## src/hdl/ddsclp_pkg.sv

```systemverilog
// Shared types, codes and keyword tables of the DDS command line parser.
`default_nettype none
package ddsclp_pkg;

  // line status codes
  localparam logic [1:0] ST_OK     = 2'd0;
  localparam logic [1:0] ST_QUERY  = 2'd1;
  localparam logic [1:0] ST_FORMAT = 2'd2;
  localparam logic [1:0] ST_RANGE  = 2'd3;

  // scan phases
  localparam logic [2:0] PH_BETWEEN    = 3'd0;
  localparam logic [2:0] PH_KEY        = 3'd1;
  localparam logic [2:0] PH_VAL_EMPTY  = 3'd2;
  localparam logic [2:0] PH_VAL_DIGITS = 3'd3;
  localparam logic [2:0] PH_SKIP       = 3'd4;

  // field codes
  localparam logic [2:0] FLD_NONE   = 3'd0;
  localparam logic [2:0] FLD_FREQ   = 3'd1;
  localparam logic [2:0] FLD_AMP    = 3'd2;
  localparam logic [2:0] FLD_PHASE  = 3'd3;
  localparam logic [2:0] FLD_PREFIX = 3'd4;

  // config register indexes
  localparam logic [1:0] REG_FREQ_LIMIT  = 2'd0;
  localparam logic [1:0] REG_AMP_LIMIT   = 2'd1;
  localparam logic [1:0] REG_PHASE_LIMIT = 2'd2;

  localparam logic [28:0] FREQ_LIMIT_RST  = 29'd420000000;
  localparam logic [15:0] AMP_LIMIT_RST   = 16'd16383;
  localparam logic [15:0] PHASE_LIMIT_RST = 16'd360;

  localparam int KW_COUNT = 13;

  // keywords, first char in the top byte, zero padded
  localparam logic [71:0] KW_TEXT [KW_COUNT] = '{
    {"F", 64'd0}, {"FREQ", 40'd0}, "FREQUENCY",
    {"A", 64'd0}, {"AMP", 48'd0}, "AMPLITUDE",
    {"P", 64'd0}, {"PH", 56'd0}, {"PHA", 48'd0}, {"PHASE", 32'd0},
    {"DDS", 48'd0}, {"SINGLE", 24'd0}, {"S", 64'd0}
  };
  localparam logic [3:0] KW_LEN [KW_COUNT] = '{
    4'd1, 4'd4, 4'd9, 4'd1, 4'd3, 4'd9, 4'd1, 4'd2, 4'd3, 4'd5, 4'd3, 4'd6, 4'd1
  };
  localparam logic [2:0] KW_CODE [KW_COUNT] = '{
    FLD_FREQ, FLD_FREQ, FLD_FREQ, FLD_AMP, FLD_AMP, FLD_AMP,
    FLD_PHASE, FLD_PHASE, FLD_PHASE, FLD_PHASE,
    FLD_PREFIX, FLD_PREFIX, FLD_PREFIX
  };

  localparam logic [31:0] Q_DDS    = "DDS?";
  localparam logic [55:0] Q_SINGLE = "SINGLE?";

  // one classified byte, front to back
  typedef struct packed {
    logic [7:0] upper;
    logic [3:0] digit;
    logic       is_eol;
    logic       is_nul;
    logic       is_sep;
    logic       is_blank;
    logic       is_eq;
    logic       is_digit;
  } byte_cls_t;

endpackage
`default_nettype wire

```

## src/hdl/ddsclp_front.sv

```systemverilog
// Front end: takes received bytes and classifies them for the parser.
`default_nettype none
module ddsclp_front (
  input  wire logic                 in_valid,
  output logic                      in_ready,
  input  wire logic [7:0]           in_rx_byte,
  output logic                      push,
  output ddsclp_pkg::byte_cls_t     push_cls,
  input  wire logic                 q_ready
);

  always_comb begin
    push_cls.upper    = (in_rx_byte >= 8'h61 && in_rx_byte <= 8'h7A) ?
                        in_rx_byte - 8'd32 : in_rx_byte;
    push_cls.digit    = in_rx_byte[3:0];
    push_cls.is_eol   = in_rx_byte == 8'h0D || in_rx_byte == 8'h0A;
    push_cls.is_nul   = in_rx_byte == 8'h00;
    push_cls.is_blank = in_rx_byte == 8'h20 || in_rx_byte == 8'h09;
    push_cls.is_sep   = push_cls.is_blank || in_rx_byte == 8'h2C;
    push_cls.is_eq    = in_rx_byte == 8'h3D;
    push_cls.is_digit = in_rx_byte >= 8'h30 && in_rx_byte <= 8'h39;
  end

  assign in_ready = q_ready;
  assign push     = in_valid && q_ready;

endmodule
`default_nettype wire

```

## src/hdl/ddsclp_queue.sv

```systemverilog
// Two-entry queue of classified bytes between front and back.
`default_nettype none
module ddsclp_queue (
  input  wire logic                  clk,
  input  wire logic                  rst_n,
  input  wire logic                  push,
  input  wire ddsclp_pkg::byte_cls_t push_cls,
  output logic                       q_ready,
  output logic                       q_valid,
  output ddsclp_pkg::byte_cls_t      q_cls,
  input  wire logic                  pop
);

  ddsclp_pkg::byte_cls_t ent_r [2];
  logic       wr_r, wr_nxt, rd_r, rd_nxt;
  logic [1:0] cnt_r, cnt_nxt;

  assign q_ready = cnt_r != 2'd2;
  assign q_valid = cnt_r != 2'd0;
  assign q_cls   = ent_r[rd_r];

  always_comb begin
    wr_nxt  = push ? ~wr_r : wr_r;
    rd_nxt  = pop ? ~rd_r : rd_r;
    cnt_nxt = cnt_r + {1'b0, push} - {1'b0, pop};
  end

  always_ff @(posedge clk) begin
    if (!rst_n) begin
      wr_r  <= 1'b0;
      rd_r  <= 1'b0;
      cnt_r <= 2'd0;
    end else begin
      wr_r  <= wr_nxt;
      rd_r  <= rd_nxt;
      cnt_r <= cnt_nxt;
    end
  end

  always_ff @(posedge clk) begin
    if (push) begin
      ent_r[wr_r] <= push_cls;
    end
  end

endmodule
`default_nettype wire

```

## src/hdl/ddsclp_back.sv

```systemverilog
// Back end: line scanner, token parser and result register.
`default_nettype none
module ddsclp_back #(
  parameter int LINE_CHARS = 80
) (
  input  wire logic                  clk,
  input  wire logic                  rst_n,
  input  wire logic                  q_valid,
  input  wire ddsclp_pkg::byte_cls_t q_cls,
  output logic                       pop,
  input  wire logic [28:0]           freq_limit,
  input  wire logic [15:0]           amp_limit,
  input  wire logic [15:0]           phase_limit,
  output logic                       out_valid,
  input  wire logic                  out_ready,
  output logic [1:0]                 out_line_status,
  output logic [28:0]                out_frequency_hz,
  output logic [15:0]                out_amplitude_word,
  output logic [15:0]                out_phase_degrees,
  output logic [2:0]                 out_fields_given
);

  localparam int LEN_W = $clog2(LINE_CHARS);
  localparam int KN    = ddsclp_pkg::KW_COUNT;

  typedef struct packed {
    logic [2:0]    ph;
    logic          first;
    logic [KN-1:0] kflags;
    logic [3:0]    kpos;
    logic [1:0]    qflags;
    logic [2:0]    qpos;
    logic [28:0]   acc;
    logic [2:0]    fld;
    logic [1:0]    err;
    logic          ended;
    logic [28:0]   fs;
    logic [15:0]   as;
    logic [15:0]   ps;
    logic [2:0]    ff;
  } scan_t;

  function automatic scan_t line_init();
    scan_t s;
    s        = '0;
    s.ph     = ddsclp_pkg::PH_BETWEEN;
    s.first  = 1'b1;
    s.kflags = '1;
    s.qflags = 2'b11;
    s.fld    = ddsclp_pkg::FLD_NONE;
    return s;
  endfunction

  function automatic logic [2:0] key_code(scan_t s);
    logic [2:0] code;
    code = ddsclp_pkg::FLD_NONE;
    for (int i = KN - 1; i >= 0; i--) begin
      if (s.kflags[i] && ddsclp_pkg::KW_LEN[i] == s.kpos) begin
        code = ddsclp_pkg::KW_CODE[i];
      end
    end
    return code;
  endfunction

  function automatic scan_t set_error(scan_t s, logic [1:0] code);
    scan_t r;
    r = s;
    if (r.err == ddsclp_pkg::ST_OK) begin
      r.err = code;
    end
    r.ph = ddsclp_pkg::PH_SKIP;
    return r;
  endfunction

  function automatic scan_t end_token(scan_t s, logic at_end);
    scan_t r;
    r = s;
    if (s.ph == ddsclp_pkg::PH_KEY) begin
      if (!at_end && s.first && key_code(s) == ddsclp_pkg::FLD_PREFIX) begin
        r.first = 1'b0;
        r.ph    = ddsclp_pkg::PH_BETWEEN;
      end else begin
        r = set_error(s, ddsclp_pkg::ST_FORMAT);
      end
    end else if (s.ph == ddsclp_pkg::PH_VAL_EMPTY) begin
      r = set_error(s, ddsclp_pkg::ST_FORMAT);
    end else if (s.ph == ddsclp_pkg::PH_VAL_DIGITS) begin
      if (s.fld == ddsclp_pkg::FLD_FREQ) begin
        r.fs    = s.acc;
        r.ff[0] = 1'b1;
      end else if (s.fld == ddsclp_pkg::FLD_AMP) begin
        r.as    = s.acc[15:0];
        r.ff[1] = 1'b1;
      end else if (s.fld == ddsclp_pkg::FLD_PHASE) begin
        r.ps    = s.acc[15:0];
        r.ff[2] = 1'b1;
      end
      r.first = 1'b0;
      r.ph    = ddsclp_pkg::PH_BETWEEN;
    end
    return r;
  endfunction

  function automatic scan_t feed(scan_t s, ddsclp_pkg::byte_cls_t c,
                                 logic [28:0] fl, logic [15:0] al, logic [15:0] pl);
    scan_t       r;
    logic [2:0]  code;
    logic [32:0] v;
    logic [28:0] lim;
    r = s;
    // query tracking runs on every content byte but leading blanks
    if (!(s.qpos == 3'd0 && c.is_blank)) begin
      if (s.qpos >= 3'd4) begin
        r.qflags[0] = 1'b0;
      end else if (ddsclp_pkg::Q_DDS[31 - 8 * s.qpos -: 8] != c.upper) begin
        r.qflags[0] = 1'b0;
      end
      if (s.qpos >= 3'd7) begin
        r.qflags[1] = 1'b0;
      end else if (ddsclp_pkg::Q_SINGLE[55 - 8 * s.qpos -: 8] != c.upper) begin
        r.qflags[1] = 1'b0;
      end
      if (s.qpos < 3'd7) begin
        r.qpos = s.qpos + 3'd1;
      end
    end
    if (r.ph == ddsclp_pkg::PH_BETWEEN) begin
      if (c.is_sep) begin
        return r;
      end
      r.ph     = ddsclp_pkg::PH_KEY;
      r.kflags = '1;
      r.kpos   = 4'd0;
    end
    if (r.ph == ddsclp_pkg::PH_KEY) begin
      if (c.is_sep) begin
        r = end_token(r, 1'b0);
      end else if (c.is_eq) begin
        code = key_code(r);
        if (code == ddsclp_pkg::FLD_FREQ || code == ddsclp_pkg::FLD_AMP ||
            code == ddsclp_pkg::FLD_PHASE) begin
          r.fld = code;
          r.acc = '0;
          r.ph  = ddsclp_pkg::PH_VAL_EMPTY;
        end else begin
          r = set_error(r, ddsclp_pkg::ST_FORMAT);
        end
      end else begin
        for (int i = 0; i < KN; i++) begin
          if (r.kflags[i]) begin
            if (r.kpos >= ddsclp_pkg::KW_LEN[i]) begin
              r.kflags[i] = 1'b0;
            end else if (ddsclp_pkg::KW_TEXT[i][71 - 8 * r.kpos -: 8] != c.upper) begin
              r.kflags[i] = 1'b0;
            end
          end
        end
        if (r.kpos != 4'd15) begin
          r.kpos = r.kpos + 4'd1;
        end
      end
    end else if (r.ph == ddsclp_pkg::PH_VAL_EMPTY || r.ph == ddsclp_pkg::PH_VAL_DIGITS) begin
      if (c.is_sep) begin
        r = end_token(r, 1'b0);
      end else if (c.is_digit) begin
        lim = (r.fld == ddsclp_pkg::FLD_FREQ) ? fl :
              (r.fld == ddsclp_pkg::FLD_AMP) ? {13'd0, al} : {13'd0, pl};
        v = ({4'd0, r.acc} << 3) + ({4'd0, r.acc} << 1) + {29'd0, c.digit};
        if (v > {4'd0, lim}) begin
          r = set_error(r, ddsclp_pkg::ST_RANGE);
        end else begin
          r.acc = v[28:0];
          r.ph  = ddsclp_pkg::PH_VAL_DIGITS;
        end
      end else begin
        r = set_error(r, ddsclp_pkg::ST_FORMAT);
      end
    end
    return r;
  endfunction

  scan_t             s_r, s_nxt, fin;
  logic [LEN_W-1:0]  len_r, len_nxt;
  logic              back_ready, emit;
  logic [1:0]        est;
  logic              withv;
  logic              query;

  logic              ov_r, ov_nxt;
  logic [1:0]        ost_r;
  logic [28:0]       ofs_r;
  logic [15:0]       oas_r, ops_r;
  logic [2:0]        off_r;

  assign back_ready = !ov_r || out_ready;
  assign pop        = q_valid && back_ready;

  always_comb begin
    s_nxt   = s_r;
    len_nxt = len_r;
    fin     = s_r;
    emit    = 1'b0;
    est     = ddsclp_pkg::ST_OK;
    withv   = 1'b0;
    query   = (s_r.qflags[0] && s_r.qpos == 3'd4) || (s_r.qflags[1] && s_r.qpos == 3'd7);
    if (pop) begin
      if (q_cls.is_eol) begin
        if (len_r != '0) begin
          if (query) begin
            emit = 1'b1;
            est  = ddsclp_pkg::ST_QUERY;
          end else begin
            if (s_r.ph != ddsclp_pkg::PH_BETWEEN && s_r.ph != ddsclp_pkg::PH_SKIP) begin
              fin = end_token(s_r, 1'b1);
            end
            if (fin.err != ddsclp_pkg::ST_OK) begin
              emit = 1'b1;
              est  = fin.err;
            end else if (!fin.first) begin
              emit = 1'b1;
              if (fin.ff == 3'd0) begin
                est = ddsclp_pkg::ST_FORMAT;
              end else begin
                withv = 1'b1;
              end
            end
          end
          s_nxt   = line_init();
          len_nxt = '0;
        end
      end else if (len_r < LEN_W'(LINE_CHARS - 1)) begin
        len_nxt = len_r + 1'b1;
        if (!s_r.ended) begin
          if (q_cls.is_nul) begin
            s_nxt.ended = 1'b1;
          end else begin
            s_nxt = feed(s_r, q_cls, freq_limit, amp_limit, phase_limit);
          end
        end
      end else begin
        // overlong line: report and start over
        s_nxt   = line_init();
        len_nxt = '0;
        emit    = 1'b1;
        est     = ddsclp_pkg::ST_FORMAT;
      end
    end
    ov_nxt = emit ? 1'b1 : (out_ready ? 1'b0 : ov_r);
  end

  always_ff @(posedge clk) begin
    if (!rst_n) begin
      s_r   <= line_init();
      len_r <= '0;
      ov_r  <= 1'b0;
    end else begin
      s_r   <= s_nxt;
      len_r <= len_nxt;
      ov_r  <= ov_nxt;
    end
  end

  always_ff @(posedge clk) begin
    if (emit) begin
      ost_r <= est;
      ofs_r <= withv ? fin.fs : 29'd0;
      oas_r <= withv ? fin.as : 16'd0;
      ops_r <= withv ? fin.ps : 16'd0;
      off_r <= withv ? fin.ff : 3'd0;
    end
  end

  assign out_valid          = ov_r;
  assign out_line_status    = ost_r;
  assign out_frequency_hz   = ofs_r;
  assign out_amplitude_word = oas_r;
  assign out_phase_degrees  = ops_r;
  assign out_fields_given   = off_r;

`ifndef SYNTHESIS
  a_err_no_values: assert property (@(posedge clk) disable iff (!rst_n)
    ov_r && ost_r != ddsclp_pkg::ST_OK |-> off_r == 3'd0 && ofs_r == 29'd0)
    else $error("error result carries values");
  a_ok_has_field: assert property (@(posedge clk) disable iff (!rst_n)
    ov_r && ost_r == ddsclp_pkg::ST_OK |-> off_r != 3'd0)
    else $error("settings result without fields");
  a_no_pop_stalled: assert property (@(posedge clk) disable iff (!rst_n)
    ov_r && !out_ready |-> !pop)
    else $error("beat taken while result stalled");
  a_len_bound: assert property (@(posedge clk) disable iff (!rst_n)
    len_r <= LEN_W'(LINE_CHARS - 1))
    else $error("line length past limit");
`endif

endmodule
`default_nettype wire

```

## src/hdl/dds_command_line_parser.sv

```systemverilog
// Top level of the DDS command line parser.
//
// Bytes enter on in_* one beat per cycle; CR or LF closes a line and a result
// beat (status, frequency, amplitude, phase, field mask) leaves on out_* for
// every line that held more than separators before any NUL. Keys match without
// regard to case. Sustained rate is one byte per cycle: the back-end scanner
// retires one byte per clock, and a two-beat queue between classifier and
// scanner plus the result register absorb two input beats while a result
// waits; after that in_ready drops until the result is taken. Limits are to be
// written through cfg_* only while no beat is in flight, which the user must
// keep to as the block itself does not enforce it; index 0 frequency,
// 1 amplitude, 2 phase, other indexes are ignored.
`default_nettype none
module dds_command_line_parser #(
  parameter int LINE_CHARS = 80
) (
  input  wire logic        clk,
  input  wire logic        rst_n,
  input  wire logic        in_valid,
  output logic             in_ready,
  input  wire logic [7:0]  in_rx_byte,
  output logic             out_valid,
  input  wire logic        out_ready,
  output logic [1:0]       out_line_status,
  output logic [28:0]      out_frequency_hz,
  output logic [15:0]      out_amplitude_word,
  output logic [15:0]      out_phase_degrees,
  output logic [2:0]       out_fields_given,
  input  wire logic        cfg_we,
  input  wire logic [1:0]  cfg_index,
  input  wire logic [28:0] cfg_wdata
);

  ddsclp_pkg::byte_cls_t push_cls, q_cls;
  logic push, q_ready, q_valid, pop;

  // limit registers
  logic [28:0] freq_limit_r;
  logic [15:0] amp_limit_r, phase_limit_r;

  always_ff @(posedge clk) begin
    if (!rst_n) begin
      freq_limit_r  <= ddsclp_pkg::FREQ_LIMIT_RST;
      amp_limit_r   <= ddsclp_pkg::AMP_LIMIT_RST;
      phase_limit_r <= ddsclp_pkg::PHASE_LIMIT_RST;
    end else if (cfg_we) begin
      if (cfg_index == ddsclp_pkg::REG_FREQ_LIMIT) begin
        freq_limit_r <= cfg_wdata;
      end
      if (cfg_index == ddsclp_pkg::REG_AMP_LIMIT) begin
        amp_limit_r <= cfg_wdata[15:0];
      end
      if (cfg_index == ddsclp_pkg::REG_PHASE_LIMIT) begin
        phase_limit_r <= cfg_wdata[15:0];
      end
    end
  end

  // classify incoming bytes
  ddsclp_front u_front (
    .in_valid   (in_valid),
    .in_ready   (in_ready),
    .in_rx_byte (in_rx_byte),
    .push       (push),
    .push_cls   (push_cls),
    .q_ready    (q_ready)
  );

  // decouples classifier from scanner
  ddsclp_queue u_queue (
    .clk      (clk),
    .rst_n    (rst_n),
    .push     (push),
    .push_cls (push_cls),
    .q_ready  (q_ready),
    .q_valid  (q_valid),
    .q_cls    (q_cls),
    .pop      (pop)
  );

  // scanner, parser and result register
  ddsclp_back #(
    .LINE_CHARS (LINE_CHARS)
  ) u_back (
    .clk                (clk),
    .rst_n              (rst_n),
    .q_valid            (q_valid),
    .q_cls              (q_cls),
    .pop                (pop),
    .freq_limit         (freq_limit_r),
    .amp_limit          (amp_limit_r),
    .phase_limit        (phase_limit_r),
    .out_valid          (out_valid),
    .out_ready          (out_ready),
    .out_line_status    (out_line_status),
    .out_frequency_hz   (out_frequency_hz),
    .out_amplitude_word (out_amplitude_word),
    .out_phase_degrees  (out_phase_degrees),
    .out_fields_given   (out_fields_given)
  );

endmodule
`default_nettype wire

```

## config.mk

```make
export PLATFORM = sky130hd
export DESIGN_NAME = dds_command_line_parser
export DESIGN_NICKNAME = d
export VERILOG_FILES = /design/src/hdl/ddsclp_pkg.sv /design/src/hdl/ddsclp_front.sv /design/src/hdl/ddsclp_queue.sv /design/src/hdl/ddsclp_back.sv /design/src/hdl/dds_command_line_parser.sv
export SDC_FILE = /design/constraint.sdc
export NUM_CORES = 1
export LEC_CHECK = 0
export ABC_AREA = 1
export BUFFER_PORTS_ARGS = -buffer_cell sky130_fd_sc_hd__buf_4
export CAP_MARGIN = 25
export CORE_UTILIZATION = 55
export DETAILED_ROUTE_END_ITERATION = 16
export PLACE_DENSITY = 0.82
export SLEW_MARGIN = 10
export SYNTH_ARGS = -nofsm -noshare
export SYNTH_HDL_FRONTEND = slang
export SYNTH_SLANG_ARGS = --single-unit
```

## constraint.sdc

```tcl
create_clock -name clk -period 14 [get_ports clk]
set_clock_uncertainty 0.05 [all_clocks]
set_input_delay 2.1 -clock clk [delete_from_list [all_inputs] [get_ports clk]]
set_output_delay 2.1 -clock clk [all_outputs]
set_load 0.005 [all_outputs]
```

==> impl_metrics.json, run 1 <==
{
  "finalCriticalPeriod_ns": 6.01,
  "nets": 2728,
  "port_buffers": 111,
  "core-area_mm2": 0.0319,
  "drive_gt1_frac": 0.0959,
  "core.rowCount": 65,
  "ir_drop_mv": 0.130,
  "avgSynthCellArea_um2": 7.12,
  "wl_per_cell_um": 16.4,
  "ys.warnings.count": 0,
  "critPathKind": "flip-flop to flip-flop",
  "dp_hpwl_um": 36400,
  "yosysMostFrequentCell": "nand2_1",
  "htree_levels": 1,
  "die_x_um": 183,
  "die_y_um": 183,
  "area_growth_pct": 11.5,
  "netlist_top_cells_area": "dfxtp_1 (22%), edfxtp_1 (16%), nand2_1 (13%)",
  "synth_top_area_share": 0.221,
  "die_area_mm2": 0.0334,
  "cp_max_fo": 45,
  "rsz0062_at_grt": "no",
  "cp.arrival_ns": 6.43,
  "hold-path-cell-count": 2,
  "overflow": 0,
  "yosysUniqueCellTypes": 65,
  "ys_ff_latch": 293,
  "ys.flop_type": "dfxtp_1",
  "grt_start_max_net_pins": 92,
  "first_pass_iters": 6,
  "postRouteAntennaNets": 0,
  "netlist_instances": 2528,
  "grt_pass1_vias": 15900,
  "required_ns": 14.42,
  "drt_iter0_markers": 1695,
  "vias": 17200,
  "clk_pin_slew_worst_paths_ns": 0.06,
  "finalSetupViolCount": 0,
  "finalSetupTns_ns": 0,
  "final_hold_viol_count": 0,
  "cpMaxStageDelayCell": "dfxtp_1",
  "cts_resized": 0,
  "grt_pass1_wl_um": 80700,
  "grt_usage": 0.297,
  "max_freq_mhz": 166,
  "postCtsSetupBuffers": 0,
  "outcome": "complete, no violations",
  "hold_path_class": "flip-flop to flip-flop",
  "num_io_pins": 112,
  "cts_tree": "done",
  "post-route-drc-count": 0,
  "synth_edf_count": 94,
  "cts.sinks": 293,
  "numCtsBuffers": 30,
  "cts_hold_buf": 0,
  "slew_viol_final": 0,
  "async_flop_share": 0,
  "synth_top_area_cell": "dfxtp_1",
  "finalPower_mw": 4.36,
  "synth_area_mm2": 0.0180,
  "root_buffer": "clkbuf_16",
  "startpoint_type": "flip-flop",
  "max_slew_margin": 0.343,
  "seq_area_frac_synth": 0.378,
  "utilization": 0.629,
  "worstSkewPairLatency_ns": 0.58,
  "syn-num-nets": 2673,
  "num_antenna_cells": 0,
  "finalCritPeriodShare": 0.429,
  "powerDensity_mw_per_mm2": 217,
  "vias_per_cell": 5.64,
  "path_common_cell": "nand2_1",
  "p_leak_nw": 9.58,
  "clockBufferDepth": 3,
  "gp_congestion": 0.965,
  "drv_cap": 0,
  "cp-end-kind": "flip-flop",
  "grt_antenna_before_repair": 0,
  "rr_worst_depth": 28,
  "drt_wl_total_um": 50000,
  "slowest_delay_ns": 0.71,
  "ys_top_cells_by_count": "nand2_1 (610), nor2_1 (369), inv_1 (252)",
  "start_util": 0.564,
  "tightest_slew_ns": 0.985
}
## final timing paths
check               endpoint            start  slack [ns]
min reg2reg  u_back.s_r[121]  u_back.s_r[121]        0.40
max reg2reg   u_back.s_r[96]        flip-flop        7.99
min          u_back.s_r[121]  u_back.s_r[121]        0.40
max           u_back.s_r[96]        flip-flop        7.99
## report_power, final
part | switching (mW) | internal [mW] | total, mW
Combinational | 1.56 | 0.765 | 2.33
Clock | 0.340 | 0.486 | 0.826
Sequential | 0.172 | 1.04 | 1.21
Total | 2.08 | 2.29 | 4.36
## through the flow
stage	setup slack [ns]	instances	hold WS, ns	area (um2)
finish	7.99	3042	0.402	20100
global placement	8.33	2984	0.382	19000
detailed placement	8.05	2986	0.389	19000
floorplan	9.21	2528	0.369	18000
CTS	8.04	3042	0.402	20100
global route	7.44	3042	0.416	20100
## flip-flops by register name, summed over array words and instances, names as in the netlist, 3 cells and up, named ones only
name / count
u_back.out_phase_degrees: 16
freq_limit_r: 29
amp_limit_r: 16
u_back.s_r: 125
phase_limit_r: 16
u_back.len_r: 7
u_back.out_frequency_hz: 29
u_queue.ent_r: 28
u_back.out_amplitude_word: 16
u_back.out_fields_given: 3
## metal layers
metal,wire length (um),vias up,GRT usage
met1,22100,7931,0.417
li1,-,8432,-
met4,1070,0,0.0730
met5,0,-,0
met3,4160,80,0.0334
met2,22700,727,0.486
## cells by family (layout without fill, tap and decap cells)
logic type	after synthesis	in the layout	synth area share
compound gates	498	498	0.159
buf+inv	382	461	0.0857
fa+ha+maj	101	101	0.0711
flops	293	293	0.378
mux	18	18	0.0100
simple gates	1199	1199	0.278
xor+xnor	37	37	0.0184
## cells in the final DEF, fill, tap and decap left out, types with 4 or more instances in the layout
cell type / Yosys / final
a211oi_1: 42 / 42
a21oi_1: 164 / 164
a221oi_1: 16 / 16
a311oi_1: 10 / 10
a31oi_1: 4 / 4
and2_1: 4 / 4
buf_4: 3 / 130
clkbuf_1: 69 / 9
clkbuf_16: 0 / 32
clkbuf_8: 0 / 5
clkinv_1: 7 / 8
dfxtp_1: 199 / 199
edfxtp_1: 94 / 94
ha_1: 99 / 99
inv_1: 252 / 252
inv_2: 14 / 14
mux2i_1: 18 / 18
nand2_1: 610 / 607
nand2_2: 8 / 11
nand2_4: 4 / 4
nand3_1: 116 / 116
nand3_2: 6 / 6
nand3b_1: 5 / 5
nand4_1: 18 / 18
nor2_1: 369 / 369
nor2_2: 7 / 7
nor2_4: 7 / 7
nor3_1: 25 / 24
o211ai_1: 10 / 10
o21a_1: 5 / 5
o21ai_0: 204 / 204
o21ai_1: 7 / 7
o21ai_2: 6 / 6
o21bai_1: 6 / 6
or2_2: 8 / 8
xnor2_1: 13 / 13
xor2_1: 23 / 23
## cell type report
cell class / instances / area, um2
sequential: 293 / 6810
multi-input combinational: 1853 / 9660
inverter: 275 / 1040
timing repair buffer: 130 / 976
clock buffer: 47 / 911
clock inverter: 9 / 126
fill: 2823 / 11800
tap: 435 / 544
## critical path: cells and delay by family, from the launching register on
kind	cells	cell delay, ns
AO/OA/AOI/OAI	3	0.54
XOR/XNOR	1	0.17
adder cells (fa/ha/maj)	4	1.23
buffers and inverters	3	0.73
flip-flops	1	0.71
AND/OR/NAND/NOR	17	2.44
No activity file was read; power rests on OpenSTA's default activity.
==> run 2, diff against run 1 <==
==> constraint.sdc (replaced) <==
create_clock -name clk -period 6.2 [get_ports clk]
set_clock_uncertainty 0.05 [all_clocks]
set_input_delay 0.93 -clock clk [delete_from_list [all_inputs] [get_ports clk]]
set_output_delay 0.93 -clock clk [all_outputs]
set_load 0.005 [all_outputs]
==> impl_metrics.json, run 2 (synthesized netlist as in run 1, its figures left out) <==
{
  "grt_antenna_before_repair": 4,
  "first_pass_iters": 6,
  "grt_pass1_vias": 16100,
  "vias_per_cell": 5.70,
  "overflow": 0,
  "finalCriticalPeriod_ns": 5.37,
  "drt_wl_total_um": 50000,
  "wl_per_cell_um": 16.4,
  "hold_path_class": "flip-flop to flip-flop",
  "nets": 2732,
  "finalPower_mw": 9.92,
  "die_x_um": 183,
  "drv_cap": 0,
  "hold-path-cell-count": 2,
  "final_cell_mix": "nand2_1 (607), nor2_1 (369), inv_1 (252)",
  "vias": 17400,
  "root_buffer": "clkbuf_16",
  "final_common_cell": "nand2_1",
  "cp_max_fo": 45,
  "place_area_mm2": 0.0191,
  "core.rowCount": 65,
  "drive_gt1_frac": 0.0995,
  "max_freq_mhz": 186,
  "cts_tree": "done",
  "cp.arrival_ns": 5.79,
  "cts.sinks": 293,
  "post-route-drc-count": 0,
  "cts_hold_buf": 0,
  "critPathBufInv": 3,
  "worstSkewPairLatency_ns": 0.58,
  "p_leak_nw": 9.63,
  "slew_viol_final": 0,
  "outcome": "complete, no violations",
  "rsz0062_at_grt": "no",
  "num_io_pins": 112,
  "htree_levels": 1,
  "area_growth_pct": 12.0,
  "cp-end-kind": "flip-flop",
  "grt_usage": 0.299,
  "tightest_slew_ns": 1.02,
  "final_hold_viol_count": 0,
  "final_area_mm2": 0.0202,
  "path_common_cell": "nand2_1",
  "grt_start_max_net_pins": 68,
  "largest_reg_flops": 125,
  "clk_pin_slew_worst_paths_ns": 0.06,
  "port_buffers": 111,
  "finalSetupViolCount": 0,
  "clockBufferDepth": 3,
  "cpMaxStageDelayCell": "fa_1",
  "ir_drop_mv": 0.292,
  "rrSetupSlack_ns": 0.83,
  "critPathKind": "flip-flop to flip-flop",
  "finalSetupTns_ns": 0,
  "path_delay_family": "simple AND/OR/NAND/NOR gates",
  "die_y_um": 183,
  "numCtsBuffers": 31,
  "hp-start": "u_back.s_r[102]",
  "postCtsSetupBuffers": 0,
  "start_util": 0.564,
  "rr_worst_depth": 27,
  "timing.rr.end": "u_back.s_r[86]",
  "die_area_mm2": 0.0334,
  "powerDensity_mw_per_mm2": 492,
  "finalCritPeriodShare": 0.866,
  "min_to": "u_back.s_r[102]",
  "grt_pass1_wl_um": 81200,
  "startpoint_type": "flip-flop",
  "max_slew_margin": 0.317,
  "fillers": 2772,
  "drt_iter0_markers": 1449,
  "required_ns": 6.62,
  "postRouteAntennaNets": 0,
  "cts_resized": 0,
  "gp_congestion": 0.990,
  "max_flop_register": "u_back.s_r",
  "slowest_delay_ns": 0.49,
  "dp_hpwl_um": 36200,
  "core-area_mm2": 0.0319,
  "utilization": 0.632
}
## run 2: how the worst max path moves through the flow
stage,startpoint,to,slack (ns),cells past startpoint
after detailed placement,flip-flop,u_back.s_r[86],0.86,27
after floorplan,flip-flop,u_back.s_r[80],1.41,32
after CTS,flip-flop,u_back.s_r[86],0.83,27
after global placement,flip-flop,u_back.s_r[96],1.15,27
after global routing,flip-flop,u_back.s_r[87],0.39,29
final,flip-flop,u_back.s_r[86],0.83,27
## run 2: power breakdown
group	internal, mW	leakage (nW)	total, mW	switching [mW]
combinational	1.74	6.49	5.25	3.51
sequential	2.34	2.60	2.73	0.384
clock	1.15	0.540	1.94	0.796
total	5.23	9.63	9.92	4.69
## run 2: worst reg2reg max path, cell delays in order, from the launching register on
cell and delay (ns):
dfxtp_1 0.34, buf_4 0.20, o21ai_2 0.45, fa_1 0.49, inv_1 0.11, ha_1 0.24
nand2_1 0.06, nand2_1 0.06, and2_1 0.17, nand3_1 0.08, nand3_1 0.17, a31oi_1 0.34
o21bai_1 0.13, xor2_1 0.19, ha_1 0.30, nand4_1 0.13, nor4b_1 0.37, nand2_1 0.08
nand2_1 0.12, nand2_1 0.06, nor2_1 0.24, nand2_1 0.11, nand3_2 0.18, nand2_8 0.12
inv_6 0.25, nand2_1 0.13, nand2_1 0.07, nor2_1 0.04
## run 2: cell type report
type                    instances  area [um2]  share of cell area
diodes                          2        5.00            0.000248
clock buffers                  44         938              0.0466
clock inverters                14         154             0.00764
inverters                     275        1040              0.0516
multi-input cells            1853        9660               0.480
flip-flops and latches        293        6810               0.338
well taps                     435         544              0.0270
repair buffers                133        1000              0.0497
## run 2: layer usage
metal	routed length, um	GRT usage	up-vias
met5	15	0	-
met4	1700	0.106	2
met3	4200	0.0475	122
met2	22400	0.482	759
met1	21600	0.406	8032
li1	-	-	8468
## run 2: metrics by stage
stage | hold slack [ns] | setup slack [ns] | instances
2_1_floorplan | 0.369 | 1.41 | 2528
3_3_place_gp | 0.381 | 1.15 | 2987
3_5_place_dp | 0.385 | 0.856 | 2989
4_1_cts | 0.400 | 0.827 | 3047
5_1_grt | 0.417 | 0.388 | 3047
6_report | 0.402 | 0.829 | 3049
